<file path="src/pid_speed_controller_unit_assert.svh">
// Assertion helpers used by the controller sequencer.
`ifndef PID_SPEED_CONTROLLER_UNIT_ASSERT_SVH
`define PID_SPEED_CONTROLLER_UNIT_ASSERT_SVH

// Consequent must hold in the clock after the antecedent.
`define PSC_ASSERT_NEXT(label, clk, rstn, ante, cons, msg) \
    label: assert property (@(posedge clk) disable iff (!rstn) (ante) |=> (cons)) \
        else $error(msg);

// Consequent must hold in the same clock as the antecedent.
`define PSC_ASSERT_NOW(label, clk, rstn, ante, cons, msg) \
    label: assert property (@(posedge clk) disable iff (!rstn) (ante) |-> (cons)) \
        else $error(msg);

`endif

</file>
<file path="src/psc_pkg.sv">
package psc_pkg;

    // Field and register widths
    localparam int SPEED_W   = 11;
    localparam int TIME_W    = 32;
    localparam int GAIN_W    = 16;
    localparam int ILIM_W    = 23;
    localparam int DLIM_W    = 15;
    localparam int DRIVE_W   = 16;
    localparam int CFG_IDX_W = 3;
    localparam int CFG_DATA_W = 23;

    // Internal datapath widths
    localparam int ERR_W   = 12;   // target - measured
    localparam int DERR_W  = 13;   // error difference
    localparam int DT_W    = 7;    // elapsed ms, 1..100
    localparam int INTEG_W = 24;   // error integral
    localparam int SUM_W   = INTEG_W + 1;
    localparam int DK_W    = 17;   // 1000 * d
    localparam int ED_W    = 19;   // e * d
    localparam int P1_W    = 28;   // Kp * e
    localparam int KID_W   = 23;   // Ki * d
    localparam int DD_W    = 29;   // Kd * de
    localparam int ACC_W   = 50;   // numerator
    localparam int MAG_W   = 49;   // numerator magnitude / quotient
    localparam int DEN_W   = 21;   // 16000 * d
    localparam int MUL_A_W = 30;
    localparam int MUL_B_W = 25;
    localparam int MUL_P_W = MUL_A_W + MUL_B_W;

    // Divider sweeps one quotient bit per cycle
    localparam int DIV_STEPS = MAG_W;
    localparam int CNT_W     = $clog2(DIV_STEPS);

    // Arithmetic constants
    localparam logic [DT_W-1:0] TIME_DEFAULT_MS = 7'd10;
    localparam logic [DT_W-1:0] TIME_MAX_MS     = 7'd100;
    localparam int MS_PER_S    = 1000;
    localparam int DERIV_SCALE = 1000000;
    localparam int DEN_SCALE   = 16000;

    // Register indexes
    localparam logic [CFG_IDX_W-1:0] CFG_PROP_GAIN   = 3'd0;
    localparam logic [CFG_IDX_W-1:0] CFG_INTEG_GAIN  = 3'd1;
    localparam logic [CFG_IDX_W-1:0] CFG_DERIV_GAIN  = 3'd2;
    localparam logic [CFG_IDX_W-1:0] CFG_INTEG_LIMIT = 3'd3;
    localparam logic [CFG_IDX_W-1:0] CFG_DRIVE_LIMIT = 3'd4;

    // Register reset values
    localparam logic [GAIN_W-1:0] PROP_GAIN_RST   = 16'd3277;
    localparam logic [GAIN_W-1:0] INTEG_GAIN_RST  = 16'd205;
    localparam logic [GAIN_W-1:0] DERIV_GAIN_RST  = 16'd41;
    localparam logic [ILIM_W-1:0] INTEG_LIMIT_RST = 23'd200000;
    localparam logic [DLIM_W-1:0] DRIVE_LIMIT_RST = 15'd25600;

    // Datapath operations, one per cycle
    typedef enum logic [4:0] {
        OP_IDLE,
        OP_DIFF,
        OP_DSEL,
        OP_MUL_DK,
        OP_MUL_ED,
        OP_INTEG,
        OP_MUL_P1,
        OP_MUL_PT,
        OP_MUL_KID,
        OP_MUL_IT,
        OP_ADD,
        OP_MUL_DD,
        OP_MUL_DTM,
        OP_MUL_DEN,
        OP_ABS,
        OP_RND,
        OP_DIV,
        OP_SAT
    } op_t;

    typedef struct packed {
        op_t  op;
        logic load_in;
        logic load_out;
    } psc_cmd_t;

endpackage

</file>
<file path="src/psc_ctrl.sv">
`include "pid_speed_controller_unit_assert.svh"

module psc_ctrl
    import psc_pkg::*;
(
    input  logic     aclk,
    input  logic     aresetn,
    input  logic     s_valid,
    output logic     s_ready,
    output logic     m_valid,
    input  logic     m_ready,
    output psc_cmd_t cmd
);

    typedef enum logic [4:0] {
        ST_IDLE,
        ST_DIFF,
        ST_DSEL,
        ST_MUL_DK,
        ST_MUL_ED,
        ST_INTEG,
        ST_MUL_P1,
        ST_MUL_PT,
        ST_MUL_KID,
        ST_MUL_IT,
        ST_ADD_I,
        ST_MUL_DD,
        ST_MUL_DTM,
        ST_ADD_D,
        ST_MUL_DEN,
        ST_ABS,
        ST_RND,
        ST_DIV,
        ST_SAT
    } state_t;

    state_t           state_reg;
    logic [CNT_W-1:0] div_cnt_reg;
    logic             m_valid_reg;
    logic             load_out;
    op_t              op;

    assign s_ready  = (state_reg == ST_IDLE);
    assign load_out = (state_reg == ST_SAT) && (!m_valid_reg || m_ready);
    assign m_valid  = m_valid_reg;

    // Operation issued in each state
    always_comb begin
        case (state_reg)
            ST_DIFF:    op = OP_DIFF;
            ST_DSEL:    op = OP_DSEL;
            ST_MUL_DK:  op = OP_MUL_DK;
            ST_MUL_ED:  op = OP_MUL_ED;
            ST_INTEG:   op = OP_INTEG;
            ST_MUL_P1:  op = OP_MUL_P1;
            ST_MUL_PT:  op = OP_MUL_PT;
            ST_MUL_KID: op = OP_MUL_KID;
            ST_MUL_IT:  op = OP_MUL_IT;
            ST_ADD_I:   op = OP_ADD;
            ST_MUL_DD:  op = OP_MUL_DD;
            ST_MUL_DTM: op = OP_MUL_DTM;
            ST_ADD_D:   op = OP_ADD;
            ST_MUL_DEN: op = OP_MUL_DEN;
            ST_ABS:     op = OP_ABS;
            ST_RND:     op = OP_RND;
            ST_DIV:     op = OP_DIV;
            ST_SAT:     op = OP_SAT;
            default:    op = OP_IDLE;
        endcase
    end

    assign cmd.op       = op;
    assign cmd.load_in  = s_valid && s_ready;
    assign cmd.load_out = load_out;

    // Sequencer and output valid
    always_ff @(posedge aclk) begin
        if (!aresetn) begin
            state_reg   <= ST_IDLE;
            div_cnt_reg <= '0;
            m_valid_reg <= 1'b0;
        end else begin
            if (load_out) begin
                m_valid_reg <= 1'b1;
            end else if (m_ready) begin
                m_valid_reg <= 1'b0;
            end

            case (state_reg)
                ST_IDLE: begin
                    if (s_valid) state_reg <= ST_DIFF;
                end
                ST_DIFF:    state_reg <= ST_DSEL;
                ST_DSEL:    state_reg <= ST_MUL_DK;
                ST_MUL_DK:  state_reg <= ST_MUL_ED;
                ST_MUL_ED:  state_reg <= ST_INTEG;
                ST_INTEG:   state_reg <= ST_MUL_P1;
                ST_MUL_P1:  state_reg <= ST_MUL_PT;
                ST_MUL_PT:  state_reg <= ST_MUL_KID;
                ST_MUL_KID: state_reg <= ST_MUL_IT;
                ST_MUL_IT:  state_reg <= ST_ADD_I;
                ST_ADD_I:   state_reg <= ST_MUL_DD;
                ST_MUL_DD:  state_reg <= ST_MUL_DTM;
                ST_MUL_DTM: state_reg <= ST_ADD_D;
                ST_ADD_D:   state_reg <= ST_MUL_DEN;
                ST_MUL_DEN: state_reg <= ST_ABS;
                ST_ABS:     state_reg <= ST_RND;
                ST_RND: begin
                    state_reg   <= ST_DIV;
                    div_cnt_reg <= '0;
                end
                ST_DIV: begin
                    if (div_cnt_reg == CNT_W'(DIV_STEPS - 1)) begin
                        state_reg <= ST_SAT;
                    end else begin
                        div_cnt_reg <= div_cnt_reg + 1'b1;
                    end
                end
                ST_SAT: begin
                    if (!m_valid_reg || m_ready) state_reg <= ST_IDLE;
                end
                default: state_reg <= ST_IDLE;
            endcase
        end
    end

    `PSC_ASSERT_NEXT(a_accept_starts, aclk, aresetn, s_valid && s_ready,
        state_reg == ST_DIFF, "accepted word did not start the sequence")
    `PSC_ASSERT_NOW(a_valid_from_sat, aclk, aresetn, $rose(m_valid_reg),
        $past(state_reg) == ST_SAT, "result raised outside the saturate step")
    `PSC_ASSERT_NEXT(a_sat_holds, aclk, aresetn,
        state_reg == ST_SAT && m_valid_reg && !m_ready,
        state_reg == ST_SAT, "result overwritten while output stalled")
    `PSC_ASSERT_NOW(a_div_count, aclk, aresetn, state_reg == ST_DIV,
        div_cnt_reg < CNT_W'(DIV_STEPS), "divider count out of range")

endmodule

</file>
<file path="src/psc_datapath.sv">
module psc_datapath
    import psc_pkg::*;
(
    input  logic                       aclk,
    input  logic                       aresetn,
    input  psc_cmd_t                   cmd,
    input  logic                       cfg_wr_en,
    input  logic [CFG_IDX_W-1:0]       cfg_index,
    input  logic [CFG_DATA_W-1:0]      cfg_wdata,
    input  logic signed [SPEED_W-1:0]  s_target_speed,
    input  logic signed [SPEED_W-1:0]  s_measured_speed,
    input  logic [TIME_W-1:0]          s_now_ms,
    output logic signed [DRIVE_W-1:0]  m_drive
);

    // Configuration and persistent state
    logic [GAIN_W-1:0]         kp_reg, ki_reg, kd_reg;
    logic [ILIM_W-1:0]         ilim_reg;
    logic [DLIM_W-1:0]         dlim_reg;
    logic [TIME_W-1:0]         prev_time_reg;
    logic signed [ERR_W-1:0]   prev_err_reg;
    logic signed [INTEG_W-1:0] integ_reg;

    // Working registers
    logic signed [SPEED_W-1:0] tgt_reg, meas_reg;
    logic [TIME_W-1:0]         now_reg;
    logic [TIME_W-1:0]         dt_reg;
    logic signed [ERR_W-1:0]   e_reg;
    logic signed [DERR_W-1:0]  de_reg;
    logic [DT_W-1:0]           d_reg;
    logic [DK_W-1:0]           dk_reg;
    logic signed [ED_W-1:0]    ed_reg;
    logic signed [P1_W-1:0]    p1_reg;
    logic [KID_W-1:0]          kid_reg;
    logic signed [DD_W-1:0]    dd_reg;
    logic signed [ACC_W-1:0]   acc_reg;
    logic signed [ACC_W-1:0]   term_reg;
    logic [DEN_W-1:0]          den_reg;
    logic [MAG_W-1:0]          mag_reg;
    logic                      neg_reg;
    logic [DEN_W-1:0]          rem_reg;
    logic signed [DRIVE_W-1:0] drive_reg;

    // Combinational values
    logic signed [MUL_A_W-1:0] mul_a;
    logic signed [MUL_B_W-1:0] mul_b;
    logic signed [MUL_P_W-1:0] mul_p;
    logic signed [ERR_W-1:0]   e_next;
    logic signed [DERR_W-1:0]  de_next;
    logic [DT_W-1:0]           d_next;
    logic signed [SUM_W-1:0]   integ_sum, ilim_pos, ilim_neg;
    logic signed [INTEG_W-1:0] integ_next;
    logic signed [ACC_W-1:0]   acc_neg;
    logic [MAG_W-1:0]          mag_abs;
    logic [DEN_W:0]            rem_sh, rem_diff;
    logic                      q_bit;
    logic [DEN_W-1:0]          rem_next;
    logic [DLIM_W-1:0]         q_sat;
    logic [DRIVE_W-1:0]        drive_mag;
    logic [DRIVE_W-1:0]        drive_next;

    // Shared multiplier, operands picked by the current step
    always_comb begin
        mul_a = '0;
        mul_b = '0;
        case (cmd.op)
            OP_MUL_DK: begin
                mul_a = signed'(MUL_A_W'(d_reg));
                mul_b = MUL_B_W'(MS_PER_S);
            end
            OP_MUL_ED: begin
                mul_a = MUL_A_W'(e_reg);
                mul_b = signed'(MUL_B_W'(d_reg));
            end
            OP_MUL_P1: begin
                mul_a = signed'(MUL_A_W'(kp_reg));
                mul_b = MUL_B_W'(e_reg);
            end
            OP_MUL_PT: begin
                mul_a = MUL_A_W'(p1_reg);
                mul_b = signed'(MUL_B_W'(dk_reg));
            end
            OP_MUL_KID: begin
                mul_a = signed'(MUL_A_W'(ki_reg));
                mul_b = signed'(MUL_B_W'(d_reg));
            end
            OP_MUL_IT: begin
                mul_a = signed'(MUL_A_W'(kid_reg));
                mul_b = MUL_B_W'(integ_reg);
            end
            OP_MUL_DD: begin
                mul_a = signed'(MUL_A_W'(kd_reg));
                mul_b = MUL_B_W'(de_reg);
            end
            OP_MUL_DTM: begin
                mul_a = MUL_A_W'(dd_reg);
                mul_b = MUL_B_W'(DERIV_SCALE);
            end
            OP_MUL_DEN: begin
                mul_a = signed'(MUL_A_W'(d_reg));
                mul_b = MUL_B_W'(DEN_SCALE);
            end
            default: begin
                mul_a = '0;
                mul_b = '0;
            end
        endcase
    end

    assign mul_p = mul_a * mul_b;

    // Error, error difference and elapsed-time clamp
    assign e_next  = ERR_W'(tgt_reg) - ERR_W'(meas_reg);
    assign de_next = (prev_err_reg != '0) ? (DERR_W'(e_reg) - DERR_W'(prev_err_reg)) : '0;

    always_comb begin
        if (dt_reg == '0) begin
            d_next = TIME_DEFAULT_MS;
        end else if (dt_reg > TIME_W'(TIME_MAX_MS)) begin
            d_next = TIME_MAX_MS;
        end else begin
            d_next = dt_reg[DT_W-1:0];
        end
    end

    // Integral update with symmetric clamp
    assign integ_sum = SUM_W'(integ_reg) + SUM_W'(ed_reg);
    assign ilim_pos  = signed'(SUM_W'(ilim_reg));
    assign ilim_neg  = -ilim_pos;

    always_comb begin
        if (integ_sum > ilim_pos) begin
            integ_next = INTEG_W'(ilim_pos);
        end else if (integ_sum < ilim_neg) begin
            integ_next = INTEG_W'(ilim_neg);
        end else begin
            integ_next = INTEG_W'(integ_sum);
        end
    end

    // Magnitude of the numerator
    assign acc_neg = -acc_reg;
    assign mag_abs = acc_reg[ACC_W-1] ? acc_neg[MAG_W-1:0] : acc_reg[MAG_W-1:0];

    // One restoring divide step, quotient bits shift into mag_reg
    assign rem_sh   = {rem_reg, mag_reg[MAG_W-1]};
    assign rem_diff = rem_sh - {1'b0, den_reg};
    assign q_bit    = ~rem_diff[DEN_W];
    assign rem_next = q_bit ? rem_diff[DEN_W-1:0] : rem_sh[DEN_W-1:0];

    // Clamp the quotient and restore the sign
    assign q_sat      = (mag_reg > MAG_W'(dlim_reg)) ? dlim_reg : mag_reg[DLIM_W-1:0];
    assign drive_mag  = DRIVE_W'(q_sat);
    assign drive_next = neg_reg ? (~drive_mag + 1'b1) : drive_mag;

    // Configuration and state carried between words
    always_ff @(posedge aclk) begin
        if (!aresetn) begin
            kp_reg        <= PROP_GAIN_RST;
            ki_reg        <= INTEG_GAIN_RST;
            kd_reg        <= DERIV_GAIN_RST;
            ilim_reg      <= INTEG_LIMIT_RST;
            dlim_reg      <= DRIVE_LIMIT_RST;
            prev_time_reg <= '0;
            prev_err_reg  <= '0;
            integ_reg     <= '0;
        end else begin
            if (cfg_wr_en) begin
                case (cfg_index)
                    CFG_PROP_GAIN:   kp_reg   <= cfg_wdata[GAIN_W-1:0];
                    CFG_INTEG_GAIN:  ki_reg   <= cfg_wdata[GAIN_W-1:0];
                    CFG_DERIV_GAIN:  kd_reg   <= cfg_wdata[GAIN_W-1:0];
                    CFG_INTEG_LIMIT: ilim_reg <= cfg_wdata[ILIM_W-1:0];
                    CFG_DRIVE_LIMIT: dlim_reg <= cfg_wdata[DLIM_W-1:0];
                    default: ;
                endcase
            end
            case (cmd.op)
                OP_DIFF:  prev_time_reg <= now_reg;
                OP_DSEL:  prev_err_reg  <= e_reg;
                OP_INTEG: integ_reg     <= integ_next;
                default: ;
            endcase
        end
    end

    // Working registers of the current word
    always_ff @(posedge aclk) begin
        if (cmd.load_in) begin
            tgt_reg  <= s_target_speed;
            meas_reg <= s_measured_speed;
            now_reg  <= s_now_ms;
        end
        if (cmd.load_out) begin
            drive_reg <= signed'(drive_next);
        end
        case (cmd.op)
            OP_DIFF: begin
                e_reg  <= e_next;
                dt_reg <= now_reg - prev_time_reg;
            end
            OP_DSEL: begin
                d_reg  <= d_next;
                de_reg <= de_next;
            end
            OP_MUL_DK:  dk_reg   <= mul_p[DK_W-1:0];
            OP_MUL_ED:  ed_reg   <= mul_p[ED_W-1:0];
            OP_MUL_P1:  p1_reg   <= mul_p[P1_W-1:0];
            OP_MUL_PT:  acc_reg  <= mul_p[ACC_W-1:0];
            OP_MUL_KID: kid_reg  <= mul_p[KID_W-1:0];
            OP_MUL_IT:  term_reg <= mul_p[ACC_W-1:0];
            OP_ADD:     acc_reg  <= acc_reg + term_reg;
            OP_MUL_DD:  dd_reg   <= mul_p[DD_W-1:0];
            OP_MUL_DTM: term_reg <= mul_p[ACC_W-1:0];
            OP_MUL_DEN: den_reg  <= mul_p[DEN_W-1:0];
            OP_ABS: begin
                neg_reg <= acc_reg[ACC_W-1];
                mag_reg <= mag_abs;
            end
            OP_RND: begin
                mag_reg <= mag_reg + MAG_W'(den_reg[DEN_W-1:1]);
                rem_reg <= '0;
            end
            OP_DIV: begin
                rem_reg <= rem_next;
                mag_reg <= {mag_reg[MAG_W-2:0], q_bit};
            end
            default: ;
        endcase
    end

    assign m_drive = drive_reg;

endmodule

</file>
<file path="src/pid_speed_controller_unit.sv">
// Positional PID speed controller with integral anti-windup.
// Input channel (s_valid/s_ready): one word holds a target speed, a measured
// speed and a millisecond timestamp. Output channel (m_valid/m_ready): one
// word holds the clamped drive value, one result per input word.
// Configuration: cfg_wr_en writes cfg_wdata into register cfg_index
// (0 prop gain, 1 integral gain, 2 derivative gain, 3 integral limit,
// 4 drive limit) in the same cycle; write only while the block is idle.
// A 16-step sequence of subtracts, clamps, shared-multiplier products and
// accumulates forms the rounded numerator magnitude and divisor, then a
// restoring divider yields one quotient bit a cycle and a final step clamps
// the result. No new word is taken until the sequencer finishes the last one;
// s_ready is high only while the sequencer is idle.
// The result sits in an output register: the next word is accepted while it
// waits. If the receiver still stalls when the following result is ready,
// the sequencer holds in its final step until the register frees up.
// Reset (aresetn low, synchronous): gains and limits return to their defaults,
// previous time, previous error and integral clear, and no result is pending.
module pid_speed_controller_unit
    import psc_pkg::*;
(
    input  logic                      aclk,
    input  logic                      aresetn,
    input  logic                      s_valid,
    output logic                      s_ready,
    input  logic signed [SPEED_W-1:0] s_target_speed,
    input  logic signed [SPEED_W-1:0] s_measured_speed,
    input  logic [TIME_W-1:0]         s_now_ms,
    output logic                      m_valid,
    input  logic                      m_ready,
    output logic signed [DRIVE_W-1:0] m_drive,
    input  logic                      cfg_wr_en,
    input  logic [CFG_IDX_W-1:0]      cfg_index,
    input  logic [CFG_DATA_W-1:0]     cfg_wdata
);

    psc_cmd_t cmd;

    psc_ctrl u_ctrl (
        .aclk    (aclk),
        .aresetn (aresetn),
        .s_valid (s_valid),
        .s_ready (s_ready),
        .m_valid (m_valid),
        .m_ready (m_ready),
        .cmd     (cmd)
    );

    psc_datapath u_datapath (
        .aclk             (aclk),
        .aresetn          (aresetn),
        .cmd              (cmd),
        .cfg_wr_en        (cfg_wr_en),
        .cfg_index        (cfg_index),
        .cfg_wdata        (cfg_wdata),
        .s_target_speed   (s_target_speed),
        .s_measured_speed (s_measured_speed),
        .s_now_ms         (s_now_ms),
        .m_drive          (m_drive)
    );

endmodule
</file>
<file path="config.mk">
export PLATFORM = sky130hd
export DESIGN_NAME = pid_speed_controller_unit
export DESIGN_NICKNAME = d
export VERILOG_FILES = /design/src/psc_pkg.sv /design/src/psc_ctrl.sv /design/src/psc_datapath.sv /design/src/pid_speed_controller_unit.sv
export VERILOG_INCLUDE_DIRS = /design/src /design/src/src
export SDC_FILE = /design/constraint.sdc
export NUM_CORES = 2
export LEC_CHECK = 0
export ABC_AREA = 1
export BUFFER_PORTS_ARGS = -buffer_cell sky130_fd_sc_hd__clkbuf_2
export CAP_MARGIN = 20
export CORE_MARGIN = 5
export CORE_UTILIZATION = 40
export CTS_BUF_LIST = sky130_fd_sc_hd__clkbuf_16
export DETAILED_ROUTE_END_ITERATION = 8
export HOLD_SLACK_MARGIN = 0.12
export PLACE_DENSITY = 0.57
export SETUP_SLACK_MARGIN = 0.2
export SLEW_MARGIN = 20
export SYNTH_ARGS = -nofsm -noshare
export SYNTH_HDL_FRONTEND = slang
export SYNTH_SLANG_ARGS = --single-unit
export TNS_END_PERCENT = 5
</file>
<file path="constraint.sdc">
create_clock -name aclk -period 8.6 [get_ports aclk]
set_clock_uncertainty 0.15 [all_clocks]
set_input_delay 1.72 -clock aclk [delete_from_list [all_inputs] [get_ports aclk]]
set_output_delay 1.72 -clock aclk [all_outputs]
set_load 0.02 [all_outputs]
</file>
---- Yosys cells after proc, flatten, opt, wreduce, memory -nomap -nowiden ----
Memory sizes are Yosys's and may differ from the RTL's. A register that Yosys moved wholly into a read port is not among the register bits.
Cells that the tools add are included.
storage, ports and cells
  register bits ........................... 608
  memory bits (read-only) ................. 160
  bits of input ports ..................... 85
  output and inout port bits .............. 18
  word-level logic and storage cells ...... 140
  memories ................................ 1
memories
  memory           words  width  rd ports  clocked after memory_dff  write ports  RTL line        text
  (no name shown)  32     5      1         1                         0            psc_ctrl.sv:49  case (state_reg)
cells by class
  $add $sub $neg .......................... 11
  $mul .................................... 1
  $lt $le $gt $ge ......................... 4
  eq/ne operators ......................... 43
  muxes and demuxes ....................... 22
  bitwise logic cells ..................... 2
  reduce and logical (&&, ||, !) cells .... 24
operator list
  cell                   number
  $pmux W30 S8           1
  $pmux W25 S8           1
  $pmux W49 S3           1
  $pmux W50 S2           1
  $pmux W5 S19           1
  $eq A5 B4 Y1 const B   16
  $add A50 B50 Y50       1
  $mul A30 B25 Y50       1
  $add A49 B20 Y49       1
  $gt A49 B15 Y1         1
  $mux W49               1
  $neg A49 Y49           1
  $mux W24               2
  $pmux W21 S2           1
  $eq A5 B3 Y1 const B   8
  $gt A32 B7 Y1 const B  1
  $logic_not A32 Y1      1
  $sub A32 B32 Y32       1
  $mux W15               2
  $add A24 B19 Y25       1
  $gt A25 B24 Y1         1
  $lt A25 B25 Y1         1
  $mux W5                5
  $neg A23 Y25           1
  other kinds (32)       55

---- Logic depth before layout (Yosys ltp) ----
  depth in word-level cells ............... 6
  depth in mapped cells ................... 46
  depth with buffers taken out ............ 44

---- By module ----
Synthesis repeated with hierarchy kept, for this count alone.
unflattened totals
  cells, all modules ...................... 7,679
  area total of the unflattened synthesis .. 62,804.0 um^2
modules (own cells, without submodules)
  module        instances  cells an instance  area each (um^2)  seq. area each (um^2)
  psc_datapath  1          7,533              61,745.5          16,355.7
  psc_ctrl      1          146                1,058.5           340.3

---- Worst setup path after synthesis ----
Ideal clock, no wire load.
  kind .................................... reg2reg
  start point ............................. register, netlist name u_ctrl.op[4]
  end point ............................... register u_datapath.acc_reg[43] (data pin)
  setup time .............................. 0.254 ns
  arrival ................................. 8.094 ns
  required time ........................... 8.196 ns
  slack ................................... 0.103 ns
  stages on the path, launching flop included .. 31
  buffers on the path ..................... 1
  period minus slack after synthesis ...... 8.497 ns
  cells stage by stage .................... dfxtp_1 -> buf_2 -> nor3_1 -> inv_2 -> nor2_1 -> nor2_1 -> inv_2 -> nor3_1 -> and2_1 -> inv_2 -> o21ai_0 -> fa_1 -> fa_1 -> inv_1 -> fa_1 -> inv_1 -> fa_1 -> fa_1 -> fa_1 -> fa_1 -> inv_1 -> ha_1 -> nand2_1 -> nor2_1 -> inv_1 -> nor4_1 -> nand4_1 -> o211ai_1 -> xor2_1 -> nand2_1 -> nand2_1
on the way
  word-level cells in the longest chain between the ends .. 5
  elaborated cells between the ends (all ways) .. 16
  those cells by class .................... mul (1); eq/ne (10); mux (3); reduce/logical (2)
ends and longest elaborated chain
  item                                                 RTL line             text
  $eq A5 B2 Y1 (tied with other cells)                 psc_datapath.sv:66   case (cmd.op)
  $reduce_or A2 Y1 (no line)                           --
  $pmux W30 S8 / $pmux W25 S8 (equally long branches)  psc_datapath.sv:66
  $mul A30 B25 Y50 (*)                                 psc_datapath.sv:110  assign mul_p = mul_a * mul_b;
  via u_datapath.mul_p[43]                             psc_datapath.sv:47   logic signed [MUL_P_W-1:0] mul_p;
  $pmux W50 S2 (*)                                     psc_datapath.sv:197  case (cmd.op)
  end signal, assigned                                 psc_datapath.sv:209  OP_MUL_PT: acc_reg <= mul_p[ACC_W-1:0];
  end signal, assigned                                 psc_datapath.sv:212  OP_ADD: acc_reg <= acc_reg + term_reg;
  end, declared                                        psc_datapath.sv:36   logic signed [ACC_W-1:0] acc_reg;
Mark *: on every way through the listed nets, which the timed path passes. The rest lies on a longest branch.
A chain may end at the register's enable or synchronous reset.

---- Worst setup path in the final report ----
  start point ............................. register, netlist name u_ctrl.op[3]
  end point ............................... register u_datapath.term_reg[48] (data pin)
on the way
  word-level cells in the longest chain between the ends .. 4
  elaborated cells between the ends (all ways) .. 14
  those cells by class .................... mul (1); eq/ne (9); mux (2); reduce/logical (2)
ends and longest elaborated chain
  item                                                 RTL line             text
  $eq A5 B2 Y1 (tied with other cells)                 psc_datapath.sv:66
  $reduce_or A2 Y1 (no line)                           --
  $pmux W30 S8 / $pmux W25 S8 (equally long branches)  psc_datapath.sv:66
  $mul A30 B25 Y50 (*)                                 psc_datapath.sv:110
  via u_datapath.mul_p[48]                             psc_datapath.sv:47
  end signal, assigned                                 psc_datapath.sv:211  OP_MUL_IT: term_reg <= mul_p[ACC_W-1:0];
  end signal, assigned                                 psc_datapath.sv:214  OP_MUL_DTM: term_reg <= mul_p[ACC_W-1:0];
  end, declared                                        psc_datapath.sv:37   logic signed [ACC_W-1:0] term_reg;
Marked as above.

==> results_dict.tcl <==
set metrics [dict create \
    syn_inst 7601 \
    routed_wl_um 218000 \
    die_x_um 405 \
    pre_cts_ws_ns -0.139 \
    io_pins 103 \
    max_slew_margin 0.365 \
    yosys.area.top_type "fa_1" \
    avgSynthCellArea_sq_um 8.23 \
    holdWs_ns 0.306 \
    worstSkewPairLatency_ns 0.67 \
    cp_max_fo 14 \
    clockBufferDepth 3 \
    grt_pass1_vias 53800 \
    hpwl_um 176000 \
    timing.fmax_mhz 121 \
    netlist.area_leader.share 0.229 \
    yosysWarningCount 0 \
    final_cell_mix "1,529 x inv_1, 1,501 x nand2_1, 702 x fa_1, 654 x nor2_1, 464 x a21oi_1" \
    hp-class "flop to flop" \
    ys.flop_type "edfxtp_1" \
    setup_viol 0 \
    hold_viol_final 0 \
    fin_ws_ns 0.317 \
    peakVddDrop_uv 204 \
    synth-seq-cells 613 \
    outcome "completed" \
    overflow 0 \
    vias_per_cell 5.19 \
    cp_common_cell "fa_1" \
    area_growth_pct 16.7 \
    cts_tree "built" \
    arrival_ns 8.55 \
    placementRows 145 \
    initial_utilization 0.401 \
    gp_congestion 0.966 \
    drv_slew 0 \
    drt_first_pass_iters 6 \
    cp.required_ns 8.87 \
    grt_usage 0.263 \
    numCtsBuffers 72 \
    cts_hold_buf 0 \
    period_needed_ns 8.28 \
    synth_enable_flop_cells 442 \
    cpPeakStageDelay_ns 0.63 \
    crit_type "flop to flop" \
    die_y_um 405 \
    cp-start-kind "flop" \
    post-route-period-util 0.963 \
    synth.cell_area_sq_um 62500 \
    portBuffers 102 \
    async_flop_share 0 \
    drtAntennaViolNets 0 \
    power_density_nw_per_um2 238 \
    grt_pass1_wl_um 326000 \
    crit_slowest_cell "fa_2" \
    coreArea_sq_um 156000 \
    nets 9309 \
    antenna_found_initial 7 \
    wl_per_cell_um 21.2 \
    clk_pin_slew_ns 0.06 \
    yosysSeqAreaShare 0.267 \
    layout_commonest_cell "inv_1" \
    vias 53200 \
    rsz0062_at_grt "yes" \
    grt_max_degree 75 \
    first_iter_violations 4242 \
    drc_errors 0 \
    yosys.cell_types.count 73 \
    endpoint_kind "flop" \
    htreeDepth 3 \
    leakage_nw 34.9 \
    drive_above_1_share 0.124 \
    cts_root_buffer "clkbuf_16" \
    cts_sinks 613 \
    worstMarginPinSlew_ns 0.950 \
    synthTopCellsByArea "fa_1 23%, edfxtp_1 21%, inv_1 9.2%, nand2_1 9.1%, ha_1 7.6%" \
    max_cap_viol_count 0 \
    die_area_sq_um 164000 \
]
## worst max-delay path, delay by kind of cell, from the launching register on
kind	cells	cell delay, ns
flops	1	0.33
compound gates	5	1.02
buf+inv	11	1.36
simple gates	6	0.94
fa+ha+maj	8	4.20
## Yosys cell counts, types with 31 or more instances
library cell,instances
a21oi_1,478
fa_1,716
inv_1,1526
ha_1,382
clkbuf_1,87
nor4_1,37
nor3_1,79
dfxtp_1,171
nand2_1,1514
o21ai_0,421
nand4_1,44
xnor2_1,60
edfxtp_1,442
nand3_1,253
buf_2,100
a31oi_1,31
xor2_1,117
nor2_1,684
o211ai_1,46
## power by group
group	switching [mW]	total (mW)	internal, mW	leakage (nW)
combinational	6.27	9.77	3.49	28.2
sequential	0.309	4.48	4.18	5.46
clock	1.34	3.11	1.77	1.21
total	7.92	17.4	9.44	34.9
## area by class of cell
cell class / instances / area (sq um)
sequential: 613 / 16700
multi-input combinational: 5243 / 39800
clock inverter: 60 / 543
tap: 2058 / 2570
antenna: 6 / 15.0
timing repair buffer: 637 / 5640
clock buffer: 73 / 1830
inverter: 1559 / 5880
fill: 15000 / 82900
## per-layer routing
metal	part of all wire	up-vias	wire [um]	global-route usage
met5	0	-	0	0
met4	0.042	0	9230	0.0954
met3	0.079	366	17100	0.0585
met2	0.45	1846	98500	0.420
met1	0.43	25900	92700	0.351
li1	-	25200	-	-
## cell families after synthesis
kind of cell / after synthesis / share of synthesized area
and+or+nand+nor: 2749 / 0.184
buffers and inverters: 1762 / 0.109
AOI/OAI and AO/OA: 1198 / 0.109
adders and majority gates: 1098 / 0.306
DFF: 613 / 0.267
xor gates and xnor gates: 179 / 0.0253
other: 2 / 0.000120
## worst paths after layout
| path | start | to | slack [ns] | cells past startpoint |
|---|---|---|---|---|
| worst max-delay path | u_ctrl.op[3] | u_datapath.term_reg[48] | 0.32 | 30 |
| worst min-delay path | u_datapath.prev_time_reg[19] | u_datapath.prev_time_reg[19] | 0.31 | 2 |
| worst max register to register | u_ctrl.op[3] | u_datapath.term_reg[48] | 0.32 | 30 |
| worst min register to register | u_datapath.prev_time_reg[19] | u_datapath.prev_time_reg[19] | 0.31 | 2 |
## what timing repair did
action,in CTS,in global routing
endpoints found under the hold margin,0,0
gates cloned,1,3
resized for setup,28,160
pin swaps,5,31
setup endpoints to repair,42,81
setup buffers,11,30
## through the flow
step	power, mW	area (sq um)	setup TNS, ns	std cells	util
6_report	17.4	73000	0	10200	0.468
5_1_grt	18.5	73000	0	10200	0.468
3_5_place_dp	13.9	69300	-0.379	10100	0.445
2_1_floorplan	9.59	62600	0	7617	-
3_3_place_gp	13.8	69300	-0.0245	10100	0.445
4_1_cts	17.1	71900	0	10200	0.462
(Power assumes the default switching activity.)
